$ cat src/rtl/chmm_pkg.sv
// Shared types and constants for the clamped histogram with min/max tracking.
// Used by the channel interfaces and every module of the block.
package chmm_pkg;

  localparam int NUM_BINS_DEF = 10;
  localparam int DATA_W       = 32;
  localparam int IDX_W        = 6;
  localparam int CFG_IDX_W    = 8;
  localparam int QUEUE_DEPTH  = 2;

  localparam logic [CFG_IDX_W-1:0] REG_RANGE_LOW  = CFG_IDX_W'(0);
  localparam logic [CFG_IDX_W-1:0] REG_RANGE_HIGH = CFG_IDX_W'(1);

  localparam logic signed [DATA_W-1:0] RANGE_LOW_RST  = 32'sd0;
  localparam logic signed [DATA_W-1:0] RANGE_HIGH_RST = 32'sd65536;

  // How the front end resolved the bin of a sample
  typedef enum logic [1:0] {
    BIN_DIVIDE,
    BIN_FIRST,
    BIN_LAST
  } bin_kind_t;

  typedef struct packed {
    logic signed [DATA_W-1:0] sample;
    logic                     invalid;
    logic                     last;
    bin_kind_t                kind;
    logic [DATA_W-1:0]        offset;  // sample - range_low, valid for BIN_DIVIDE
    logic [DATA_W-1:0]        span;    // range_high - range_low, valid for BIN_DIVIDE
  } item_t;

  typedef struct packed {
    logic signed [DATA_W-1:0] range_low;
    logic signed [DATA_W-1:0] range_high;
    logic                     high_wr;
    logic signed [DATA_W-1:0] wr_value;
  } cfg_view_t;

  typedef enum logic [2:0] {
    BK_IDLE,
    BK_MUL,
    BK_DIV,
    BK_RD,
    BK_UPD,
    BK_DRD,
    BK_DOUT
  } back_state_t;

endpackage

$ cat src/rtl/chmm_if.sv
// Valid/ready channel interfaces: sample input, bin result output, register writes.
// Widths come from chmm_pkg.
interface chmm_in_if;
  logic                             valid;
  logic                             ready;
  logic signed [chmm_pkg::DATA_W-1:0] sample;
  logic                             invalid;
  logic                             end_of_set;
  modport source(output valid, sample, invalid, end_of_set, input ready);
  modport sink(input valid, sample, invalid, end_of_set, output ready);
endinterface

interface chmm_out_if;
  logic                               valid;
  logic                               ready;
  logic [chmm_pkg::IDX_W-1:0]         bin_index;
  logic [chmm_pkg::DATA_W-1:0]        bin_count;
  logic signed [chmm_pkg::DATA_W-1:0] seen_min;
  logic signed [chmm_pkg::DATA_W-1:0] seen_max;
  logic                               final_bin;
  modport source(output valid, bin_index, bin_count, seen_min, seen_max, final_bin,
                 input ready);
  modport sink(input valid, bin_index, bin_count, seen_min, seen_max, final_bin,
               output ready);
endinterface

interface chmm_cfg_if;
  logic                           valid;
  logic                           ready;
  logic [chmm_pkg::CFG_IDX_W-1:0] index;
  logic [chmm_pkg::DATA_W-1:0]    data;
  modport source(output valid, index, data, input ready);
  modport sink(input valid, index, data, output ready);
endinterface

$ cat src/rtl/clamped_histogram_with_min_max.sv
// Clamped fixed-bin histogram with running min/max: each valid Q16.16 sample
// is sorted into one of NUM_BINS equal bins over range_low..range_high (out-of-range
// samples clamp to the first or last bin, an empty range puts all in bin 0), counts
// saturate, and an end_of_set beat dumps one result beat per bin and clears.
// Back end sequencing per item: an in-range sample goes through the bit-serial divider,
// then a count memory read and update; a clamped one skips the divide; an invalid one
// is dropped in idle. Per bin, a dump reads the count memory, then loads the result register.
// The front end and a two-entry queue keep accepting samples while the back end works.
// Registers: index 0 range_low, index 1 range_high; writes are taken every cycle.
// Depends on chmm_pkg, chmm_if, chmm_front, chmm_fifo, chmm_back.
module clamped_histogram_with_min_max #(
  parameter int NUM_BINS = chmm_pkg::NUM_BINS_DEF
) (
  input  logic        clk,
  input  logic        rst_n,
  chmm_in_if.sink     in_ch,
  chmm_out_if.source  out_ch,
  chmm_cfg_if.sink    cfg_ch
);

  logic signed [chmm_pkg::DATA_W-1:0] range_low_r, range_high_r;
  chmm_pkg::cfg_view_t cfg;
  logic                cfg_wr;

  logic            push_valid, push_ready;
  chmm_pkg::item_t push_item;
  logic            pop_valid, pop_ready;
  chmm_pkg::item_t pop_item;

  assign cfg_ch.ready = 1'b1;
  assign cfg_wr       = cfg_ch.valid && cfg_ch.ready;

  assign cfg.range_low  = range_low_r;
  assign cfg.range_high = range_high_r;
  assign cfg.high_wr    = cfg_wr && (cfg_ch.index == chmm_pkg::REG_RANGE_HIGH);
  assign cfg.wr_value   = cfg_ch.data;

  always_ff @(posedge clk) begin
    if (!rst_n) begin
      range_low_r  <= chmm_pkg::RANGE_LOW_RST;
      range_high_r <= chmm_pkg::RANGE_HIGH_RST;
    end else if (cfg_wr) begin
      case (cfg_ch.index)
        chmm_pkg::REG_RANGE_LOW:  range_low_r  <= cfg_ch.data;
        chmm_pkg::REG_RANGE_HIGH: range_high_r <= cfg_ch.data;
        default: ;
      endcase
    end
  end

  chmm_front u_front (
    .clk        (clk),
    .rst_n      (rst_n),
    .in_ch      (in_ch),
    .cfg        (cfg),
    .push_valid (push_valid),
    .push_item  (push_item),
    .push_ready (push_ready)
  );

  chmm_fifo u_fifo (
    .clk        (clk),
    .rst_n      (rst_n),
    .push_valid (push_valid),
    .push_item  (push_item),
    .push_ready (push_ready),
    .pop_valid  (pop_valid),
    .pop_item   (pop_item),
    .pop_ready  (pop_ready)
  );

  chmm_back #(
    .NUM_BINS (NUM_BINS)
  ) u_back (
    .clk       (clk),
    .rst_n     (rst_n),
    .cfg       (cfg),
    .pop_valid (pop_valid),
    .pop_item  (pop_item),
    .pop_ready (pop_ready),
    .out_ch    (out_ch)
  );

endmodule

$ cat src/rtl/chmm_front.sv
// Front end: accepts sample beats, classifies them against the range into
// first bin, last bin or a bin that needs a divide. Depends on chmm_pkg, chmm_if.
module chmm_front (
  input  logic                clk,
  input  logic                rst_n,
  chmm_in_if.sink             in_ch,
  input  chmm_pkg::cfg_view_t cfg,
  output logic                push_valid,
  output chmm_pkg::item_t     push_item,
  input  logic                push_ready
);

  logic            st_valid_r, st_valid_nxt;
  chmm_pkg::item_t st_item_r, st_item_nxt;
  logic            accept;

  assign in_ch.ready = !st_valid_r || push_ready;
  assign accept      = in_ch.valid && in_ch.ready;
  assign push_valid  = st_valid_r;
  assign push_item   = st_item_r;

  always_comb begin
    st_item_nxt.sample  = in_ch.sample;
    st_item_nxt.invalid = in_ch.invalid;
    st_item_nxt.last    = in_ch.end_of_set;
    // Low 32 bits of the differences are exact whenever a divide is needed
    st_item_nxt.offset  = chmm_pkg::DATA_W'(in_ch.sample - cfg.range_low);
    st_item_nxt.span    = chmm_pkg::DATA_W'(cfg.range_high - cfg.range_low);
    if (cfg.range_high <= cfg.range_low || in_ch.sample < cfg.range_low) begin
      st_item_nxt.kind = chmm_pkg::BIN_FIRST;
    end else if (in_ch.sample >= cfg.range_high) begin
      st_item_nxt.kind = chmm_pkg::BIN_LAST;
    end else begin
      st_item_nxt.kind = chmm_pkg::BIN_DIVIDE;
    end
  end

  always_comb begin
    if (accept) begin
      st_valid_nxt = 1'b1;
    end else if (push_ready) begin
      st_valid_nxt = 1'b0;
    end else begin
      st_valid_nxt = st_valid_r;
    end
  end

  always_ff @(posedge clk) begin
    if (!rst_n) begin
      st_valid_r <= 1'b0;
    end else begin
      st_valid_r <= st_valid_nxt;
    end
  end

  always_ff @(posedge clk) begin
    if (accept) begin
      st_item_r <= st_item_nxt;
    end
  end

endmodule

$ cat src/rtl/chmm_fifo.sv
// Short queue of classified items between the front end and the back end.
// Depends on chmm_pkg.
module chmm_fifo (
  input  logic            clk,
  input  logic            rst_n,
  input  logic            push_valid,
  input  chmm_pkg::item_t push_item,
  output logic            push_ready,
  output logic            pop_valid,
  output chmm_pkg::item_t pop_item,
  input  logic            pop_ready
);

  localparam int DEPTH = chmm_pkg::QUEUE_DEPTH;
  localparam int PW    = (DEPTH > 1) ? $clog2(DEPTH) : 1;
  localparam int CW    = $clog2(DEPTH + 1);

  chmm_pkg::item_t  mem_r [DEPTH];
  logic [PW-1:0]    wr_ptr_r, wr_ptr_nxt;
  logic [PW-1:0]    rd_ptr_r, rd_ptr_nxt;
  logic [CW-1:0]    cnt_r, cnt_nxt;
  logic             push, pop;

  assign push_ready = cnt_r != CW'(DEPTH);
  assign pop_valid  = cnt_r != '0;
  assign pop_item   = mem_r[rd_ptr_r];
  assign push       = push_valid && push_ready;
  assign pop        = pop_valid && pop_ready;

  always_comb begin
    wr_ptr_nxt = wr_ptr_r;
    rd_ptr_nxt = rd_ptr_r;
    cnt_nxt    = cnt_r;
    if (push) begin
      wr_ptr_nxt = (wr_ptr_r == PW'(DEPTH - 1)) ? '0 : wr_ptr_r + PW'(1);
    end
    if (pop) begin
      rd_ptr_nxt = (rd_ptr_r == PW'(DEPTH - 1)) ? '0 : rd_ptr_r + PW'(1);
    end
    if (push && !pop) begin
      cnt_nxt = cnt_r + CW'(1);
    end else if (pop && !push) begin
      cnt_nxt = cnt_r - CW'(1);
    end
  end

  always_ff @(posedge clk) begin
    if (!rst_n) begin
      wr_ptr_r <= '0;
      rd_ptr_r <= '0;
      cnt_r    <= '0;
    end else begin
      wr_ptr_r <= wr_ptr_nxt;
      rd_ptr_r <= rd_ptr_nxt;
      cnt_r    <= cnt_nxt;
    end
  end

  always_ff @(posedge clk) begin
    if (push) begin
      mem_r[wr_ptr_r] <= push_item;
    end
  end

endmodule

$ cat src/rtl/chmm_back.sv
// Back end: divides for the bin index, updates the count memory and min/max,
// and streams the per-bin dump. Depends on chmm_pkg, chmm_if.
module chmm_back #(
  parameter int NUM_BINS = chmm_pkg::NUM_BINS_DEF
) (
  input  logic                clk,
  input  logic                rst_n,
  input  chmm_pkg::cfg_view_t cfg,
  input  logic                pop_valid,
  input  chmm_pkg::item_t     pop_item,
  output logic                pop_ready,
  chmm_out_if.source          out_ch
);

  localparam int DW   = chmm_pkg::DATA_W;
  localparam int QW   = $clog2(NUM_BINS);
  localparam int SW   = $clog2(QW) + 1;
  localparam int NUMW = DW + QW;
  localparam logic [NUMW-1:0] NB_N     = NUMW'(NUM_BINS);
  localparam logic [QW-1:0]   LAST_BIN = QW'(NUM_BINS - 1);

  chmm_pkg::back_state_t state_r, state_nxt;
  chmm_pkg::item_t       item_r;

  logic [QW-1:0]   bin_r;
  logic [SW-1:0]   step_r;
  logic [NUMW-1:0] rem_r, dvs_r;
  logic            ge;

  logic [DW-1:0]       cnt_mem_r [NUM_BINS];
  logic [NUM_BINS-1:0] cnt_vld_r;
  logic [DW-1:0]       rd_data_r;
  logic                rd_vld_r;
  logic                rd_en;
  logic [QW-1:0]       rd_addr;
  logic                wr_en;
  logic [DW-1:0]       cnt_base, cnt_inc;

  logic signed [DW-1:0] run_min_r, run_max_r;
  logic                 set_open_r;
  logic [QW-1:0]        dump_idx_r;
  logic                 out_load, dump_last, pop;

  logic                          out_valid_r;
  logic [chmm_pkg::IDX_W-1:0]    out_idx_r;
  logic [DW-1:0]                 out_count_r;
  logic signed [DW-1:0]          out_min_r, out_max_r;
  logic                          out_final_r;

  assign out_ch.valid     = out_valid_r;
  assign out_ch.bin_index = out_idx_r;
  assign out_ch.bin_count = out_count_r;
  assign out_ch.seen_min  = out_min_r;
  assign out_ch.seen_max  = out_max_r;
  assign out_ch.final_bin = out_final_r;

  // Next state
  always_comb begin
    state_nxt = state_r;
    case (state_r)
      chmm_pkg::BK_IDLE: begin
        if (pop_valid) begin
          if (pop_item.invalid) begin
            state_nxt = pop_item.last ? chmm_pkg::BK_DRD : chmm_pkg::BK_IDLE;
          end else if (pop_item.kind == chmm_pkg::BIN_DIVIDE) begin
            state_nxt = chmm_pkg::BK_MUL;
          end else begin
            state_nxt = chmm_pkg::BK_RD;
          end
        end
      end
      chmm_pkg::BK_MUL:  state_nxt = chmm_pkg::BK_DIV;
      chmm_pkg::BK_DIV: begin
        if (step_r == '0) begin
          state_nxt = chmm_pkg::BK_RD;
        end
      end
      chmm_pkg::BK_RD:   state_nxt = chmm_pkg::BK_UPD;
      chmm_pkg::BK_UPD:  state_nxt = item_r.last ? chmm_pkg::BK_DRD : chmm_pkg::BK_IDLE;
      chmm_pkg::BK_DRD:  state_nxt = chmm_pkg::BK_DOUT;
      chmm_pkg::BK_DOUT: begin
        if (out_load) begin
          state_nxt = dump_last ? chmm_pkg::BK_IDLE : chmm_pkg::BK_DRD;
        end
      end
      default:           state_nxt = chmm_pkg::BK_IDLE;
    endcase
  end

  // State outputs
  always_comb begin
    pop_ready = state_r == chmm_pkg::BK_IDLE;
    rd_en     = (state_r == chmm_pkg::BK_RD) || (state_r == chmm_pkg::BK_DRD);
    rd_addr   = (state_r == chmm_pkg::BK_RD) ? bin_r : dump_idx_r;
    wr_en     = state_r == chmm_pkg::BK_UPD;
    out_load  = (state_r == chmm_pkg::BK_DOUT) && (!out_valid_r || out_ch.ready);
  end

  assign pop       = pop_valid && pop_ready;
  assign dump_last = dump_idx_r == LAST_BIN;
  assign ge        = rem_r >= dvs_r;
  assign cnt_base  = rd_vld_r ? rd_data_r : '0;
  assign cnt_inc   = (cnt_base == '1) ? cnt_base : cnt_base + DW'(1);

  always_ff @(posedge clk) begin
    if (!rst_n) begin
      state_r <= chmm_pkg::BK_IDLE;
    end else begin
      state_r <= state_nxt;
    end
  end

  // Restoring divide of offset*NUM_BINS by span, one quotient bit a cycle;
  // the quotient is known to be below NUM_BINS.
  always_ff @(posedge clk) begin
    if (pop) begin
      item_r <= pop_item;
      bin_r  <= (pop_item.kind == chmm_pkg::BIN_LAST) ? LAST_BIN : '0;
    end else if (state_r == chmm_pkg::BK_MUL) begin
      rem_r  <= NUMW'(item_r.offset) * NB_N;
      dvs_r  <= NUMW'(item_r.span) << (QW - 1);
      step_r <= SW'(QW - 1);
      bin_r  <= '0;
    end else if (state_r == chmm_pkg::BK_DIV) begin
      if (ge) begin
        rem_r <= rem_r - dvs_r;
      end
      dvs_r  <= dvs_r >> 1;
      bin_r  <= (bin_r << 1) | QW'(ge);
      step_r <= step_r - SW'(1);
    end
  end

  // Count memory: one read and one write port, registered read
  always_ff @(posedge clk) begin
    if (rd_en) begin
      rd_data_r <= cnt_mem_r[rd_addr];
    end
    if (wr_en) begin
      cnt_mem_r[bin_r] <= cnt_inc;
    end
  end

  always_ff @(posedge clk) begin
    if (!rst_n) begin
      rd_vld_r   <= 1'b0;
      cnt_vld_r  <= '0;
      run_max_r  <= '0;
      run_min_r  <= chmm_pkg::RANGE_HIGH_RST;
      set_open_r <= 1'b0;
      dump_idx_r <= '0;
    end else begin
      if (rd_en) begin
        rd_vld_r <= cnt_vld_r[rd_addr];
      end
      if (wr_en) begin
        cnt_vld_r[bin_r] <= 1'b1;
        set_open_r       <= 1'b1;
        if (item_r.sample > run_max_r) begin
          run_max_r <= item_r.sample;
        end
        if (item_r.sample < run_min_r) begin
          run_min_r <= item_r.sample;
        end
      end
      if (cfg.high_wr && !set_open_r) begin
        run_min_r <= cfg.wr_value;
      end
      if (out_load) begin
        if (dump_last) begin
          dump_idx_r <= '0;
          cnt_vld_r  <= '0;
          run_max_r  <= '0;
          run_min_r  <= cfg.range_high;
          set_open_r <= 1'b0;
        end else begin
          dump_idx_r <= dump_idx_r + QW'(1);
        end
      end
    end
  end

  always_ff @(posedge clk) begin
    if (!rst_n) begin
      out_valid_r <= 1'b0;
    end else if (out_load) begin
      out_valid_r <= 1'b1;
    end else if (out_ch.ready) begin
      out_valid_r <= 1'b0;
    end
  end

  always_ff @(posedge clk) begin
    if (out_load) begin
      out_idx_r   <= chmm_pkg::IDX_W'(dump_idx_r);
      out_count_r <= cnt_base;
      out_min_r   <= run_min_r;
      out_max_r   <= run_max_r;
      out_final_r <= dump_last;
    end
  end

  a_upd_marks_bin: assert property (@(posedge clk) disable iff (!rst_n)
    (state_r == chmm_pkg::BK_UPD) |=> cnt_vld_r[$past(bin_r)])
    else $error("updated bin not marked valid");

  a_out_from_dump: assert property (@(posedge clk) disable iff (!rst_n)
    $rose(out_valid_r) |-> $past(state_r == chmm_pkg::BK_DOUT))
    else $error("result beat raised outside a dump");

  a_final_is_last_bin: assert property (@(posedge clk) disable iff (!rst_n)
    (out_valid_r && out_final_r) |-> (out_idx_r == chmm_pkg::IDX_W'(NUM_BINS - 1)))
    else $error("final flag on wrong bin");

  a_dump_clears: assert property (@(posedge clk) disable iff (!rst_n)
    (out_load && dump_last) |=> (cnt_vld_r == '0 && !set_open_r && run_max_r == '0))
    else $error("state not cleared after dump");

endmodule

$ cat src/flat_wrapper.sv
// flat-port wrapper written by rule: the top's interface ports become plain ports
module clamped_histogram_with_min_max_flat 
#(
  parameter int NUM_BINS = chmm_pkg::NUM_BINS_DEF
)
  (clk, rst_n, in_ch_valid, in_ch_sample, in_ch_invalid, in_ch_end_of_set, in_ch_ready, out_ch_valid, out_ch_bin_index, out_ch_bin_count, out_ch_seen_min, out_ch_seen_max, out_ch_final_bin, out_ch_ready, cfg_ch_valid, cfg_ch_index, cfg_ch_data, cfg_ch_ready);
  chmm_in_if in_ch_i ();
  chmm_out_if out_ch_i ();
  chmm_cfg_if cfg_ch_i ();
  input  logic clk;
  input  logic rst_n;
  input wire logic [$bits(in_ch_i.valid)-1:0] in_ch_valid;
  input wire logic [$bits(in_ch_i.sample)-1:0] in_ch_sample;
  input wire logic [$bits(in_ch_i.invalid)-1:0] in_ch_invalid;
  input wire logic [$bits(in_ch_i.end_of_set)-1:0] in_ch_end_of_set;
  output wire logic [$bits(in_ch_i.ready)-1:0] in_ch_ready;
  output wire logic [$bits(out_ch_i.valid)-1:0] out_ch_valid;
  output wire logic [$bits(out_ch_i.bin_index)-1:0] out_ch_bin_index;
  output wire logic [$bits(out_ch_i.bin_count)-1:0] out_ch_bin_count;
  output wire logic [$bits(out_ch_i.seen_min)-1:0] out_ch_seen_min;
  output wire logic [$bits(out_ch_i.seen_max)-1:0] out_ch_seen_max;
  output wire logic [$bits(out_ch_i.final_bin)-1:0] out_ch_final_bin;
  input wire logic [$bits(out_ch_i.ready)-1:0] out_ch_ready;
  input wire logic [$bits(cfg_ch_i.valid)-1:0] cfg_ch_valid;
  input wire logic [$bits(cfg_ch_i.index)-1:0] cfg_ch_index;
  input wire logic [$bits(cfg_ch_i.data)-1:0] cfg_ch_data;
  output wire logic [$bits(cfg_ch_i.ready)-1:0] cfg_ch_ready;
  assign in_ch_i.valid = in_ch_valid;
  assign in_ch_i.sample = in_ch_sample;
  assign in_ch_i.invalid = in_ch_invalid;
  assign in_ch_i.end_of_set = in_ch_end_of_set;
  assign in_ch_ready = in_ch_i.ready;
  assign out_ch_valid = out_ch_i.valid;
  assign out_ch_bin_index = out_ch_i.bin_index;
  assign out_ch_bin_count = out_ch_i.bin_count;
  assign out_ch_seen_min = out_ch_i.seen_min;
  assign out_ch_seen_max = out_ch_i.seen_max;
  assign out_ch_final_bin = out_ch_i.final_bin;
  assign out_ch_i.ready = out_ch_ready;
  assign cfg_ch_i.valid = cfg_ch_valid;
  assign cfg_ch_i.index = cfg_ch_index;
  assign cfg_ch_i.data = cfg_ch_data;
  assign cfg_ch_ready = cfg_ch_i.ready;
  clamped_histogram_with_min_max #(.NUM_BINS(NUM_BINS)) u_core (.clk(clk), .rst_n(rst_n), .in_ch(in_ch_i), .out_ch(out_ch_i), .cfg_ch(cfg_ch_i));
endmodule
$ cat config.mk
export PLATFORM = sky130hd
export DESIGN_NAME = clamped_histogram_with_min_max_flat
export DESIGN_NICKNAME = d
export VERILOG_FILES = /design/src/rtl/chmm_pkg.sv /design/src/rtl/chmm_if.sv /design/src/rtl/clamped_histogram_with_min_max.sv /design/src/rtl/chmm_front.sv /design/src/rtl/chmm_fifo.sv /design/src/rtl/chmm_back.sv /design/src/flat_wrapper.sv
export SDC_FILE = /design/constraint.sdc
export NUM_CORES = 2
export LEC_CHECK = 0
export ABC_AREA = 1
export BUFFER_PORTS_ARGS = -buffer_cell sky130_fd_sc_hd__buf_2
export CAP_MARGIN = 20
export CORE_MARGIN = 2
export CORE_UTILIZATION = 34
export DETAILED_ROUTE_END_ITERATION = 10
export GPL_TIMING_DRIVEN = 0
export HOLD_SLACK_MARGIN = 0.05
export PLACE_DENSITY = 0.45
export SLEW_MARGIN = 40
export SYNTH_ARGS = -nofsm -noshare
export SYNTH_HDL_FRONTEND = slang
export SYNTH_SLANG_ARGS = --single-unit
$ cat constraint.sdc
create_clock -name clk -period 18.2 [get_ports clk]
set_input_delay 1.82 -clock clk [delete_from_list [all_inputs] [get_ports clk]]
set_output_delay 1.82 -clock clk [all_outputs]
set_load 0.05 [all_outputs]
### Word-level counts from Yosys, hierarchy flattened

Memory sizes are Yosys's and may differ from the RTL's. A register that Yosys moved wholly into a read port is not among the register bits.
Index checks and enable logic that the tools add are counted.

| word-level totals | value |
|---|---|
| memories kept | 2 |
| word-level logic and storage cells | 165 |
| bits in registers | 529 |
| memory bits (writable) | 520 |
| output and inout port bits | 106 |

| cells by class | value |
|---|---|
| $lt $le $gt $ge | 9 |
| eq/ne operators | 14 |
| multiplexer cells | 57 |
| reductions and logical operators | 34 |
| multipliers | 1 |
| add/sub/neg operators | 10 |
| bitwise gates (word level) | 3 |

Memory list:

| memory | words | bits a word | read ports | clocked after memory_dff | write ports | RTL line | RTL |
|---|---|---|---|---|---|---|---|
| u_core.u_back.cnt_mem_r | 10 | 32 | 1 | 1 | 1 | chmm_back.sv:30 | `logic [DW-1:0] cnt_mem_r [NUM_BINS];` |
| u_core.u_fifo.mem_r | 2 | 100 | 1 | 1 | 1 | chmm_fifo.sv:18 | `chmm_pkg::item_t mem_r [DEPTH];` |

Operators by type and width:

| operator | number |
|---|---|
| $mux 32 | 11 |
| $mux 36 | 3 |
| $mux 35 | 2 |
| $lt 32x32->1 | 2 |
| $sub 32x32->32 | 2 |
| $ge 36x35->1 | 1 |
| $sub 36x35->36 | 1 |
| $mul 32x3->35 const B | 1 |
| $add 32x1->32 const B | 1 |
| $eq 32x32->1 const B | 1 |
| $ge 32x32->1 | 1 |
| $gt 32x32->1 | 1 |
| $le 32x32->1 | 1 |
| $mux 10 | 3 |
| $mux 3 | 8 |
| $mux 4 | 6 |
| $pmux 3 s7 | 1 |
| $mux 1 | 17 |
| $reduce_bool 2->1 | 6 |
| $lt 4x5->1 const B | 2 |
| $or 10x10->10 | 1 |
| $eq 3x3->1 const B | 3 |
| $logic_and 1x1->1 | 9 |
| $eq 8x1->1 const B | 1 |
| other kinds (24) | 43 |

### Depth between registers and ports, before layout

| logic depth | value |
|---|---|
| depth in word-level cells | 8 |
| mapped depth | 19 |

### Hierarchy

From an unflattened synthesis, not the netlist that was laid out.

| unflattened totals | value |
|---|---|
| cells, all modules | 4,892 |
| area total of the unflattened synthesis | 52,222.6 µm² |

Modules (own cells, without submodules):

| module | cells each | sequential area each (µm²) | area an instance (µm²) | instances |
|---|---|---|---|---|
| chmm_back | 3,181 | 20,539.7 | 33,420.8 | 1 |
| chmm_front | 964 | 3,022.9 | 7,988.9 | 1 |
| chmm_fifo | 348 | 6,105.9 | 7,958.9 | 1 |
| clamped_histogram_with_min_max | 399 | 1,281.2 | 2,854.0 | 1 |

### Worst setup path after synthesis

No wires, ideal clock.

| timing path | value |
|---|---|
| path kind | in2reg |
| start point | input out_ch_ready |
| end point | register u_core.u_back.run_max_r[18] |
| arrival time | 7.294 ns |
| stages | 9 |
| path buffers | 1 |
| path slack | 10.791 ns |
| setup time | 0.115 ns |
| cell sequence | nor2_1 nor2_1 inv_1 nor2_1 nor2_1 inv_1 clkbuf_1 o21bai_1 nor2_1 |

| between the ends | value |
|---|---|
| word-level cells in the longest chain between the ends | 3 |

Ends and longest elaborated chain:

| what | RTL line | RTL |
|---|---|---|
| from (decl) | flat_wrapper.sv:23 | `input wire logic [$bits(out_ch_i.ready)-1:0] out_ch_ready;` |
| $logic_or 1x1->1 | chmm_back.sv:96 | `out_load = (state_r == chmm_pkg::BK_DOUT) && (!out_valid_r \|\| out_ch.ready);` |
| $logic_and 1x1->1 | chmm_back.sv:96 |  |
| via u_core.u_back.out_load | chmm_back.sv:42 | `logic out_load, dump_last, pop;` |
| $mux 32 | chmm_back.sv:169 | `if (out_load) begin` |
| to (signal assigned) | chmm_back.sv:160 | `run_max_r <= item_r.sample;` |
| to (decl) | chmm_back.sv:39 | `logic signed [DW-1:0] run_min_r, run_max_r;` |

The timed path passes the listed nets, and every way through them passes these cells.
A chain may end at the register's enable or synchronous reset.

### Worst setup path in the final report

| timing path | value |
|---|---|
| start point | input in_ch_sample[0] |
| end point | register u_core.u_front.st_item_r (netlist bit u_core.u_front.push_item[65]), data pin |

| between the ends | value |
|---|---|
| word-level cells in the longest chain between the ends | 2 |

Ends and longest elaborated chain:

| what | RTL line | RTL |
|---|---|---|
| from (decl) | flat_wrapper.sv:13 | `input wire logic [$bits(in_ch_i.sample)-1:0] in_ch_sample;` |
| $ge 32x32->1 or $lt 32x32->1 (tied branches) | chmm_front.sv:31, chmm_front.sv:29 |  |
| $mux 2 or $logic_or 1x1->1 (tied branches) | chmm_front.sv:31, chmm_front.sv:29 |  |
| to (signal assigned) | chmm_front.sv:58 | `st_item_r <= st_item_nxt;` |
| to (decl) | chmm_front.sv:14 | `chmm_pkg::item_t st_item_r, st_item_nxt;` |

Parallel ways exist; a longest one is shown, timed or not.

==> metrics.yaml <==
cts_tree: "done"
finalCritPeriodShare: 0.227
hp-class: "flip-flop to flip-flop"
seq_area_um2: 30900
fmaxAchievable_mhz: 242
worstPathArrival_ps: 4730
drt_iter0_markers: 2746
p_int_mw: 5.55
ys_seq_elements: 1082
wl_um: 157000
clkSinkCount: 1082
die_w_um: 389
power.density_nw_per_um2: 149
synth.area.top_cells: "edfxtp_1 55%, nand2_1 6.7%, ha_1 6.4%"
ys_warn_count: 0
drtPass1Iterations: 7
rrSetupSlack_ps: 14200
drc: 0
netlist.area_leader.share: 0.554
die_y_um: 389
cts_root_buffer: "clkbuf_16"
p_seq_frac: 0.392
antenna_found_initial: 28
ioPinCount: 185
cts_resized: 0
coreArea_um2: 147000
r2r-end: "u_core.u_back.cnt_mem_r[2][13]$_DFFE_PP_"
worst_pin_slew_ps: 859
slew_headroom: 0.427
worstReg2RegStart: "u_core.u_back.rd_vld_r$_SDFFE_PN0P_"
synth_cell_types: 54
synth_area_um2: 50300
viasPerCell: 4.95
cts_setup_buffers: 0
area_growth_pct: 17.1
min_period_ps: 4130
synth-edff-count: 928
tns_ps: 0
place.gp.congestion: 0.926
cts_made_buffers: 120
synth_top_cell_by_area: "edfxtp_1"
hold_start: "u_core.u_front.push_item[12]$_DFFE_PP_"
fin_nets: 5530
grt_overflow: 0
crit_path_end_kind: "flip-flop"
status: "finished clean"
setup_violations: 0
p_sw_frac: 0.367
cap_violations: 0
p_clk_frac: 0.281
num_rows: 141
place_area_um2: 54900
grt_pass1_vias: 34900
htree_levels: 3
yosysMostFrequentCell: "edfxtp_1"
rr_worst_depth: 17
clock_latency_ps: 750
drv_slew: 0
grt_pass1_wl_um: 230000
postSynth.asyncResetShare: 0
setup.worst_path.class: "input pin to flip-flop"
comb_power_share: 0.327
io_buffers: 181
crit_fanout: 4
drive_gt1_frac: 0.102
dieArea_um2: 151000
rsz0062_at_grt: "no"
start_util: 0.342
ys.flop_type: "edfxtp_1"
p_switching_mw: 3.22
n_fill_cell: 14400
avgSynthCellArea_um2: 10.4
multi_input_area_um2: 17100
ys_seq_area_frac: 0.615
synth_cells: 4821
clockBufferDepth: 3
clock_skew_ps: 53.9
path_clk_slew_ps: 60
hold_depth: 0
min_to: "u_core.u_fifo.mem_r[0][12]$_DFFE_PP_"
ys_top_cells_by_count: "928 x edfxtp_1, 901 x nand2_1, 492 x inv_1"
post_drt_wl_per_cell_um: 21.7
finalHoldViolations: 0
ir_drop_mv: 0.0890
vias: 35800
stdcell_area_um2: 58900
gr-usage-all-layers: 0.204
postRouteAntennaNets: 0
ctsHoldBuffers: 0
grt_max_degree: 53
dpl.hpwl_um: 120000
crit_required_ps: 18800
start_kind: "input pin"
power.leakage_nw: 22.5
==> power by group through the flow <==
stage / clock [mW] / combinational [mW] / sequential, mW
2_1_floorplan: 0 / 1.89 / 3.43
3_3_place_gp: 0 / 2.78 / 3.56
3_5_place_dp: 0 / 2.86 / 3.49
4_1_cts: 2.52 / 2.88 / 3.44
5_1_grt: 2.62 / 3.25 / 3.47
6_report: 2.47 / 2.87 / 3.44
==> cell type report <==
cell class / count / area share
Timing Repair Buffer: 245 / 0.0326
Tap cell: 1930 / 0.0410
Clock buffer: 166 / 0.0565
Sequential cell: 1082 / 0.525
Buffer: 164 / 0.0115
Antenna cell: 10 / 0.000425
Multi-Input combinational cell: 3077 / 0.290
Clock inverter: 60 / 0.0114
Inverter: 499 / 0.0319
==> cells by family (layout without fill, tap and decap cells) <==
logic type	Yosys count	in the layout	share of synthesized area
compound gates	1033	1033	0.114
xor+xnor	91	91	0.0158
fa+ha+maj	262	262	0.0657
buf+inv	663	1134	0.0505
flops	1082	1082	0.615
mux	2	2	0.000398
other cells	2	13	0.000149
simple gates	1686	1686	0.138
==> metal layers <==
metal  global-route usage  vias to the layer above  share of wire
met5                    0                        -         0.0013
met4               0.0567                       34          0.025
met3               0.0393                      220          0.054
met2                0.331                      779           0.46
met1                0.279                    17200           0.46
li1                     -                    17600              -
==> registers in the layout, indices dropped and copies added, names as in the netlist, 35 cells and up, named ones only <==
signal	count
u_core.u_back.cnt_mem_r	320
u_core.u_fifo.mem_r	200
u_core.u_front.push_item	100
u_core.u_back.item_r	97
u_core.u_back.rem_r	36
u_core.u_back.dvs_r	35
==> cell usage in the layout (no fill, tap or decap), types with 41 or more instances in the layout <==
cell       Yosys  routed
edfxtp_1     928     928
nand2_1      901     900
inv_1        492     489
nor2_1       476     464
o21ai_0      461     457
a21oi_1      349     348
ha_1         258     258
buf_2         20     216
dfxtp_1      154     154
clkbuf_1     125     149
nand3_1      140     140
clkbuf_16      0     122
nand4_1       65      65
xor2_1        66      52
o221ai_1      50      50
o21bai_1      41      41
==> worst max path at each step <==
| stage | from | endpoint | slack, ps | depth (start not counted) |
|---|---|---|---|---|
| finish | in_ch_sample[0] | u_core.u_front.push_item[65]$_SDFFCE_PP0P_ | 14070 | 15 |
| global route | in_ch_sample[0] | u_core.u_front.push_item[65]$_SDFFCE_PP0P_ | 13850 | 15 |
| CTS | in_ch_sample[0] | u_core.u_front.push_item[65]$_SDFFCE_PP0P_ | 14070 | 15 |
| detailed placement | in_ch_sample[0] | u_core.u_front.push_item[65]$_SDFFCE_PP0P_ | 13260 | 15 |
| global placement | out_ch_ready | u_core.u_back.run_max_r[22]$_SDFF_PN0_ | 6570 | 10 |
| floorplan | out_ch_ready | u_core.u_back.run_max_r[18]$_SDFF_PN0_ | 10790 | 9 |
==> critical path, stage by stage <==
cell and delay (ps):
buf_2 190, inv_1 110, ha_1 240, fa_1 420, o21ai_0 300, nand2_1 90
nand2_1 200, a21o_1 210, nand2_1 70, nand2_1 160, nand3_1 90, nand2_1 90
xor2_1 290, nand2_1 270, nor2_1 190
==> metrics by stage <==
stage	power (mW)	utilization	instances	hold slack (ps)	setup slack, ps
floorplan	5.32	-	4822	408	10790
global placement	6.34	0.364	6933	420	6570
detailed placement	6.36	0.373	6997	420	13260
CTS	8.85	0.400	7223	405	14070
global route	9.34	0.400	7225	420	13850
finish	8.77	0.400	7233	404	14070
(Power assumes the default switching activity.)
